### src/rtl/dxt_pkg.sv
// Package with the shared types, constants and divide helpers of the block decoder.
package dxt_pkg;

    localparam int PIX_W     = 4;
    localparam logic [PIX_W-1:0] LAST_PIXEL = 4'd15;
    localparam logic [7:0] ALPHA_OPAQUE = 8'hFF;

    typedef enum logic [1:0] {
        MODE_DXT1  = 2'd0,
        MODE_DXT1A = 2'd1,
        MODE_DXT3  = 2'd2,
        MODE_DXT5  = 2'd3
    } dxt_mode_t;

    // Decoded block: palettes and per-pixel codes, ready for pixel selection.
    typedef struct packed {
        logic [3:0][23:0] color_pal;   // each entry {blue, green, red}
        logic             trans3;      // entry 3 is transparent black
        logic [7:0][7:0]  alpha_pal;
        logic [31:0]      color_sel;
        logic [63:0]      alpha_bits;
    } blk_state_t;

    // x / 3 for x < 768 by multiplication with a reciprocal.
    function automatic logic [7:0] div3(input logic [9:0] x);
        logic [20:0] p;
        p = 21'(x) * 21'd683;
        return p[18:11];
    endfunction

    // x / 5 for x < 1280.
    function automatic logic [7:0] div5(input logic [10:0] x);
        logic [23:0] p;
        p = 24'(x) * 24'd1639;
        return p[20:13];
    endfunction

    // x / 7 for x < 1792.
    function automatic logic [7:0] div7(input logic [10:0] x);
        logic [24:0] p;
        p = 25'(x) * 25'd2341;
        return p[21:14];
    endfunction

endpackage

### src/rtl/dxt_palette.sv
// Builds the colour and alpha palettes of one compressed block.
module dxt_palette
(
    input  dxt_pkg::dxt_mode_t  mode,
    input  logic [63:0]         alpha_word,
    input  logic [63:0]         color_word,
    output dxt_pkg::blk_state_t blk
);
    import dxt_pkg::*;

    logic        dxt1;
    logic [63:0] cw;
    logic [15:0] e0;
    logic [15:0] e1;
    logic [2:0][7:0] c0;
    logic [2:0][7:0] c1;
    logic [2:0][7:0] mid2;
    logic [2:0][7:0] mid3;
    logic        three_col;
    logic [7:0]  a0;
    logic [7:0]  a1;

    assign dxt1 = (mode == MODE_DXT1) || (mode == MODE_DXT1A);
    assign cw   = dxt1 ? alpha_word : color_word;
    assign e0   = cw[15:0];
    assign e1   = cw[31:16];
    assign three_col = dxt1 && (e0 <= e1);

    // Channel order is red, green, blue; endpoints widen by top-bit replication.
    assign c0[0] = {e0[15:11], e0[15:13]};
    assign c0[1] = {e0[10:5],  e0[10:9]};
    assign c0[2] = {e0[4:0],   e0[4:2]};
    assign c1[0] = {e1[15:11], e1[15:13]};
    assign c1[1] = {e1[10:5],  e1[10:9]};
    assign c1[2] = {e1[4:0],   e1[4:2]};

    always_comb
    begin
        logic [8:0] sum;
        for (int i = 0; i < 3; i++)
        begin
            sum = {1'b0, c0[i]} + {1'b0, c1[i]};
            if (three_col)
            begin
                mid2[i] = sum[8:1];
                mid3[i] = 8'd0;
            end
            else
            begin
                mid2[i] = div3({1'b0, c0[i], 1'b0} + {2'b0, c1[i]} + 10'd1);
                mid3[i] = div3({2'b0, c0[i]} + {1'b0, c1[i], 1'b0} + 10'd1);
            end
        end
    end

    assign a0 = alpha_word[7:0];
    assign a1 = alpha_word[15:8];

    always_comb
    begin
        blk.color_pal[0] = {c0[2], c0[1], c0[0]};
        blk.color_pal[1] = {c1[2], c1[1], c1[0]};
        blk.color_pal[2] = {mid2[2], mid2[1], mid2[0]};
        blk.color_pal[3] = {mid3[2], mid3[1], mid3[0]};
        blk.trans3       = three_col && (mode == MODE_DXT1A);
        blk.color_sel    = cw[63:32];
        blk.alpha_bits   = (mode == MODE_DXT5) ? {16'd0, alpha_word[63:16]} : alpha_word;
        blk.alpha_pal[0] = a0;
        blk.alpha_pal[1] = a1;
        if (a0 > a1)
        begin
            for (int k = 1; k <= 6; k++)
            begin
                blk.alpha_pal[k+1] = div7(11'(7 - k) * {3'd0, a0} + 11'(k) * {3'd0, a1}
                                          + 11'd3);
            end
        end
        else
        begin
            for (int k = 1; k <= 4; k++)
            begin
                blk.alpha_pal[k+1] = div5(11'(5 - k) * {3'd0, a0} + 11'(k) * {3'd0, a1}
                                          + 11'd2);
            end
            blk.alpha_pal[6] = 8'd0;
            blk.alpha_pal[7] = ALPHA_OPAQUE;
        end
    end

endmodule

### src/rtl/dxt_block_decoder.sv
// Top level of the S3TC block decoder: input register, block palette stage, pixel output.
//
// Decodes one compressed 4x4 block (DXT1, DXT1 with one-bit alpha, DXT3 or DXT5, chosen by
// the format register) into 16 RGBA pixels in raster order, one pixel per cycle while the
// output is not stalled, with m_tlast on pixel 15. Pixels leave through the single pixel
// output register; an accepted block passes the input register and the block register
// before its first pixel is loaded into the output register. One block waits in the input
// register while the previous one is being emitted. The format register must only be
// written while no block is in flight.
module dxt_block_decoder
(
    input  logic         clk,
    input  logic         rst_n,
    input  logic         cfg_wen,
    input  logic [1:0]   cfg_wdata,    // format_mode
    input  logic         s_tvalid,
    output logic         s_tready,
    input  logic [127:0] s_tdata,      // alpha_word [63:0], color_word [127:64]
    output logic         m_tvalid,
    input  logic         m_tready,
    output logic [39:0]  m_tdata,      // red, green, blue, alpha, pixel_index, zero pad
    output logic         m_tlast
);
    import dxt_pkg::*;

    dxt_mode_t   mode_reg;
    logic        in_vld_reg;
    logic [63:0] aw_reg;
    logic [63:0] cw_reg;
    logic        blk_vld_reg;
    blk_state_t  blk_reg;
    blk_state_t  blk_next;
    logic [PIX_W-1:0] cnt_reg;
    logic        out_vld_reg;
    logic [39:0] out_data_reg;
    logic        out_last_reg;

    logic        issue;
    logic        blk_done;
    logic        blk_load;
    logic [1:0]  sel;
    logic [23:0] rgb;
    logic [3:0]  nib;
    logic [2:0]  acode;
    logic [7:0]  alpha_px;
    logic [39:0] pix_data;

    dxt_palette u_palette
    (
        .mode       (mode_reg),
        .alpha_word (aw_reg),
        .color_word (cw_reg),
        .blk        (blk_next)
    );

    assign issue    = blk_vld_reg && (!out_vld_reg || m_tready);
    assign blk_done = issue && (cnt_reg == LAST_PIXEL);
    assign blk_load = in_vld_reg && (!blk_vld_reg || blk_done);
    assign s_tready = !in_vld_reg || blk_load;

    // Pixel selection for the current counter position.
    assign sel   = blk_reg.color_sel[{cnt_reg, 1'b0} +: 2];
    assign rgb   = blk_reg.color_pal[sel];
    assign nib   = blk_reg.alpha_bits[{cnt_reg, 2'b00} +: 4];
    assign acode = blk_reg.alpha_bits[6'(cnt_reg) * 6'd3 +: 3];

    always_comb
    begin
        unique case (mode_reg)
            MODE_DXT1:  alpha_px = ALPHA_OPAQUE;
            MODE_DXT1A: alpha_px = (blk_reg.trans3 && (sel == 2'd3)) ? 8'd0 : ALPHA_OPAQUE;
            MODE_DXT3:  alpha_px = {nib, nib};
            MODE_DXT5:  alpha_px = blk_reg.alpha_pal[acode];
            default:    alpha_px = ALPHA_OPAQUE;
        endcase
    end

    assign pix_data = {4'd0, cnt_reg, alpha_px, rgb};

    always_ff @(posedge clk or negedge rst_n)
    begin
        if (!rst_n)
        begin
            mode_reg    <= MODE_DXT1;
            in_vld_reg  <= 1'b0;
            blk_vld_reg <= 1'b0;
            cnt_reg     <= '0;
            out_vld_reg <= 1'b0;
        end
        else
        begin
            if (cfg_wen)
            begin
                mode_reg <= dxt_mode_t'(cfg_wdata);
            end
            if (s_tready)
            begin
                in_vld_reg <= s_tvalid;
            end
            if (blk_load)
            begin
                blk_vld_reg <= 1'b1;
            end
            else if (blk_done)
            begin
                blk_vld_reg <= 1'b0;
            end
            if (issue)
            begin
                cnt_reg <= cnt_reg + 1'b1;
            end
            if (issue)
            begin
                out_vld_reg <= 1'b1;
            end
            else if (m_tready)
            begin
                out_vld_reg <= 1'b0;
            end
        end
    end

    // Payload registers.
    always_ff @(posedge clk)
    begin
        if (s_tready && s_tvalid)
        begin
            aw_reg <= s_tdata[63:0];
            cw_reg <= s_tdata[127:64];
        end
        if (blk_load)
        begin
            blk_reg <= blk_next;
        end
        if (issue)
        begin
            out_data_reg <= pix_data;
            out_last_reg <= (cnt_reg == LAST_PIXEL);
        end
    end

    assign m_tvalid = out_vld_reg;
    assign m_tdata  = out_data_reg;
    assign m_tlast  = out_last_reg;

endmodule

### config.mk
export PLATFORM = sky130hd
export DESIGN_NAME = dxt_block_decoder
export DESIGN_NICKNAME = d
export VERILOG_FILES = /design/src/rtl/dxt_pkg.sv /design/src/rtl/dxt_palette.sv /design/src/rtl/dxt_block_decoder.sv
export SDC_FILE = /design/constraint.sdc
export NUM_CORES = 2
export LEC_CHECK = 0
export BUFFER_PORTS_ARGS = -buffer_cell sky130_fd_sc_hd__buf_2
export CAP_MARGIN = 20
export CORE_MARGIN = 1
export CORE_UTILIZATION = 43
export CTS_BUF_LIST = sky130_fd_sc_hd__clkbuf_4 sky130_fd_sc_hd__clkbuf_8 sky130_fd_sc_hd__clkbuf_16
export CTS_CLUSTER_DIAMETER = 30
export DETAILED_ROUTE_END_ITERATION = 10
export PLACE_DENSITY_LB_ADDON = 0.08
export SLEW_MARGIN = 20
export SYNTH_ARGS = -nofsm -noshare
export SYNTH_HDL_FRONTEND = slang
export SYNTH_HIERARCHICAL = 1
export SYNTH_SLANG_ARGS = --single-unit
### constraint.sdc
create_clock -name clk -period 9.15 [get_ports clk]
set_input_delay 0.4575 -clock clk [delete_from_list [all_inputs] [get_ports clk]]
set_output_delay 0.4575 -clock clk [all_outputs]
set_load 0.005 [all_outputs]
# Word-level counts from Yosys, hierarchy flattened
# Index checks and enable logic that the tools add are counted.
# word_totals
out_inout_bits	43
word_cells	129
regBits	431
# op_classes
n_mux	16
eq_ne	5
shifts	3
reduce_logical	17
add_sub_neg	36
order_cmp	4
multipliers	23
# op_table
op	count
$mul A11 B12 Y22 const B	6
$mul A10 B10 Y19 const B	6
$add A11 B2 Y11 const B	10
$mul A11 B11 Y21 const B	4
$mux W64	1
$shiftx A64 B7 Y3	1
$shiftx A64 B7 Y4	1
$add A10 B1 Y10 const B	6
$bmux W24 S2	1
$mux W48	1
$mul A2 B8 Y10 const A	4
$mux W8	5
$mux W32	1
$pmux W8 S4	1
$shiftx A32 B6 Y2	1
$add A8 B9 Y10	3
$add A9 B8 Y10	3
$add A8 B8 Y9	3
$bmux W8 S3	1
$mux W24	1
$add A10 B10 Y11	2
$mul A3 B8 Y11 const A	2
$le A16 B16 Y1	1
$add A10 B8 Y11	1
other kinds (21)	38

# Longest topological paths before layout
# logic_depth
ltp_word	8
mapped_depth	33
mapped_depth_nobuf	33

# Hierarchy
# The synthesis kept the hierarchy.
# modules_own_cells
module	seq_area_each_um2	cells_per_inst	area_each_um2	n_inst
dxt_palette	0.0	3873	35924.5	1
dxt_block_decoder	12897.4	752	15746.4	1

# Worst setup path before layout
# No wires, ideal clock.
# synth_timing
path_kind	reg-to-reg
start	reg aw_reg[8]
end	reg blk_reg[159] (netlist bit), data pin
arrival_ns	7.487
path_stages_with_launch	28
setup_slack_ns	1.403
path_buffers	0
setup_time_ns	0.259
period_less_slack_ns	7.747
cell_sequence	edfxtp_1 inv_1 ha_1 ha_1 ha_1 a211oi_1 nor2_1 o31a_1 o31a_1 o211ai_1 xnor2_1 ha_1 fa_1 inv_1 fa_1 fa_1 inv_1 ha_1 ha_1 o21a_1 o21ai_0 a21oi_1 a211oi_2 o21ai_2 o41ai_1 o21bai_1 xnor2_1 or2_1
# synth_between
elab_chain_len	4
word_cells_on_any_way	5
cone_classes	add/sub (2); mul (2); order compare (1)
# synth_rtl
element	line_no	text
from (decl)	dxt_block_decoder.sv:28	logic [63:0] aw_reg;
from (signal assigned)	dxt_block_decoder.sv:128	aw_reg <= s_tdata[63:0];
$mul A2 B8 Y10	dxt_palette.sv:74	blk.alpha_pal[k+1] = div7(11'(7 - k) * {3'd0, a0} + 11'(k) * {3'd0, a1}
$add A8 B11 Y11	dxt_palette.sv:74	
$add A11 B2 Y11	dxt_palette.sv:75	+ 11'd3);
$mul A11 B12 Y22	dxt_pkg.sv:41	p = 25'(x) * 25'd2341;
to (signal assigned)	dxt_block_decoder.sv:133	blk_reg <= blk_next;
to (decl)	dxt_block_decoder.sv:31	blk_state_t blk_reg;
# Several ways; a longest one is shown, not always the timed one.
# A chain may end at the register's enable or synchronous reset.

# Worst setup path after layout
# layout_timing
start	reg aw_reg[10]
end	reg blk_reg[159] (netlist bit), data pin
# The elaborated chain is that of the path after synthesis.

==> summary.txt <==
Run status = complete, no violations
DRT Pass-1 Iters = 5
Total Wirelength = 134800 µm
Post-DR wirelength/cell = 20.10 µm
Max Clk Rate = 120.9 MHz
Initial antenna violation count = 6
TritonCTS clock tree = built
Synth cell count leaders = ha_1, inv_1, edfxtp_1, fa_1, a21oi_1
RR Endpoint = blk_reg[159]
Register bit total from synthesis = 431
Vias per cell = 5.196
Fraction of the mapped netlist area in adder cells = 0.4388
Fill cell total of the finished layout = 10.68k
Cts bufs inserted = 109
DR DRC count = 0
Post-route setup TNS = 0 ns
Post-Synth Simple-Gate Area = 0.05916
Nature of the critical path endpoint = flip-flop
Synth Cell Area = 51670 µm²
Register area share after synthesis = 0.2496
Max-cap check violation count = 0
Slew Limit Headroom = 0.2845
Largest family of logic cells by synthesized area = adder cells
Critical path type = reg2reg
Top post-synthesis cells by area = ha_1, edfxtp_1, fa_1, inv_1, xnor2_1
Cells after Synth = 4625
WHS = 0.1197 ns
Yosys cell types = 92
IO Port Bufs = 173
Reg clk slew, reported paths = 0.05 ns
Post-CTS Setup Bufs = 0
All-Layer GR Usage = 0.2264
DIE WIDTH = 348.6 µm
Max FFs per register = 257
R2R Setup Slk = 0.88 ns
Max incr delay on CP = 0.58 ns
Cell with the most instances after synthesis = ha_1
CP required = 9.56 ns
Top_reg_cell synth = edfxtp_1
Most Frequent Cell on Critical Path = ha_1
Gpl congestion = 0.8605
Worst-margin pin slew = 1.062 ns
Total gr overflow = 0
Share of flip-flops with an asynchronous set or reset = 0.02088
Die height = 348.6 µm
Clock Skews = 0.08839 ns
Multiplexer area fraction after synthesis = 0.05603
DR vias = 34.85k
Hold Fails Final Rpt = 0
Layout cells sized above 1 = 0.1219
Hold WC Path Type = in2reg
Vias in the first global route = 36.42k
Slowest-stage cell, CP = edfxtp_1
Total core area = 118600 µm²
Number of synthesized flops with an enable pin = 422
Initial DRC Count = 1927
RR Startpoint = aw_reg[10]
Unrepaired setup endpoints after global routing = false
Post-layout net count = 6727
HPWL after DPL = 108900 µm
H-tree lvl count = 3
Clk Tree Root Cell = clkbuf_16
Max-slew violations = 0
Layout area overhead = 15.49%
Post-synthesis compound-gate area fraction = 0.08594
Clock Tree Buf Depth = 3
Crit path launch type = flip-flop
Top cell type's share of synthesized area = 0.2896
Final period util = 0.9039
First-pass GRT wire length = 210400 µm
Crit path DAT = 8.68 ns
Worst-Skew Late Latency = 0.74 ns
Crit path time final = 8.270 ns
Avg Cell Area, Syn = 11.17 µm²
IO Pins = 178
Die area = 121600 µm²
Worst Hold Endpoint = aw_reg[15]
Largest net degree at the start of global routing = 160
Hold path depth = 1
Starting Density = 0.4358
Clk sinks = 431
Final setup violation count = 0
Crit Path Max Fanout = 8
Hold_sp = s_tdata[15]
# rows = 126
R2R depth = 29
Post-route ant nets = 0
Post-Synth XOR/XNOR Area = 0.04763
Yosys top cell by area = ha_1
Syn. warnings = 6
## routing by layer
| layer | track usage | vias up | share of wire |
|---|---|---|---|
| met4 | 0.04959 | 0 | 0.017 |
| met5 | 0 | - | 0 |
| met1 | 0.3255 | 16910 | 0.48 |
| met2 | 0.3615 | 707 | 0.45 |
| li1 | - | 17090 | - |
| met3 | 0.02995 | 142 | 0.046 |
## worst max path at each step
stage	startpoint	end	slack (ns)	depth (start not counted)
3_5_place_dp	aw_reg[8]	blk_reg[135]	0.91	31
3_3_place_gp	aw_reg[10]	blk_reg[135]	1.04	28
6_report	aw_reg[10]	blk_reg[159]	0.88	29
2_1_floorplan	aw_reg[8]	blk_reg[159]	1.40	27
4_1_cts	aw_reg[10]	blk_reg[135]	0.87	28
5_1_grt	aw_reg[8]	blk_reg[135]	0.43	31
## logic make-up (layout without fill, tap and decap cells)
logic type / Yosys count / count (layout)
adder cells (fa/ha/maj): 1581 / 1581
AND/OR/NAND/NOR: 616 / 616
multiplexers: 231 / 231
buffers and inverters: 799 / 1275
AO/OA/AOI/OAI: 685 / 685
flip-flops: 431 / 431
other: 1 / 6
XOR/XNOR: 281 / 281
## final cells by class
cell class	count	area, µm²	area share
timing repair buffer	370	2688	0.04504
antenna	2	5.005	0.00008387
clock inverter	84	1041	0.01744
clock buffer	120	2810	0.04709
sequential	431	12900	0.2162
multi-input combinational	3398	35600	0.5965
inverter	701	2631	0.04409
tap	1600	2002	0.03355
## timing repair
| action | 4_1_cts | 5_1_grt |
|---|---|---|
| hold buffers | 132 | 0 |
| resized for setup | 0 | 0 |
| endpoints found under the hold margin | 138 | 0 |
## critical path, delay by kind of cell, from the launching register on
| kind | cells | cell delay (ns) |
|---|---|---|
| fa+ha+maj | 9 | 3.36 |
| compound gates | 13 | 2.79 |
| flops | 1 | 0.58 |
| simple gates | 2 | 0.50 |
| buf+inv | 3 | 0.38 |
| xor+xnor | 2 | 0.34 |
## metrics by stage
step	setup slack, ns	std cells	area (µm²)	utilization
2_1_floorplan	1.403	4628	51680	-
3_3_place_gp	1.042	6368	54500	0.4597
3_5_place_dp	0.9124	6368	54500	0.4597
4_1_cts	0.8727	6704	59670	0.5033
5_1_grt	0.4343	6704	59670	0.5033
6_report	0.8796	6706	59670	0.5034
## placed cells by master, fill, tap and decap left out, types with 14 or more instances in the layout
| cell type | netlist | final |
|---|---|---|
| xor2_1 | 86 | 86 |
| ha_1 | 1196 | 1196 |
| fa_1 | 385 | 385 |
| clkbuf_16 | 0 | 109 |
| buf_2 | 12 | 173 |
| a21o_1 | 55 | 55 |
| mux2_2 | 94 | 94 |
| nor2_1 | 173 | 173 |
| dlygate4sd3_1 | 0 | 132 |
| nand2b_1 | 37 | 37 |
| buf_4 | 41 | 64 |
| xnor2_1 | 195 | 195 |
| o21ai_0 | 114 | 111 |
| clkinv_2 | 0 | 17 |
| mux4_2 | 32 | 32 |
| or3_1 | 21 | 21 |
| nand4_1 | 14 | 14 |
| nor2b_1 | 30 | 30 |
| edfxtp_1 | 422 | 422 |
| a21oi_1 | 211 | 210 |
| o21ai_1 | 35 | 36 |
| o21bai_1 | 60 | 60 |
| a211oi_1 | 24 | 24 |
| inv_6 | 0 | 14 |
| clkinv_1 | 1 | 15 |
| bufinv_16 | 0 | 14 |
| o31ai_1 | 21 | 21 |
| mux2i_1 | 71 | 70 |
| and2_1 | 30 | 28 |
| and3_1 | 28 | 28 |
| nand3_1 | 28 | 28 |
| nand2_1 | 136 | 135 |
| a31oi_1 | 14 | 14 |
| nor3_1 | 60 | 60 |
| o21a_1 | 33 | 33 |
| mux2_1 | 28 | 28 |
| inv_1 | 697 | 696 |
Power is not shown: default switching activity piles up to over one toggle a cycle in this logic, so the estimate is an artifact.
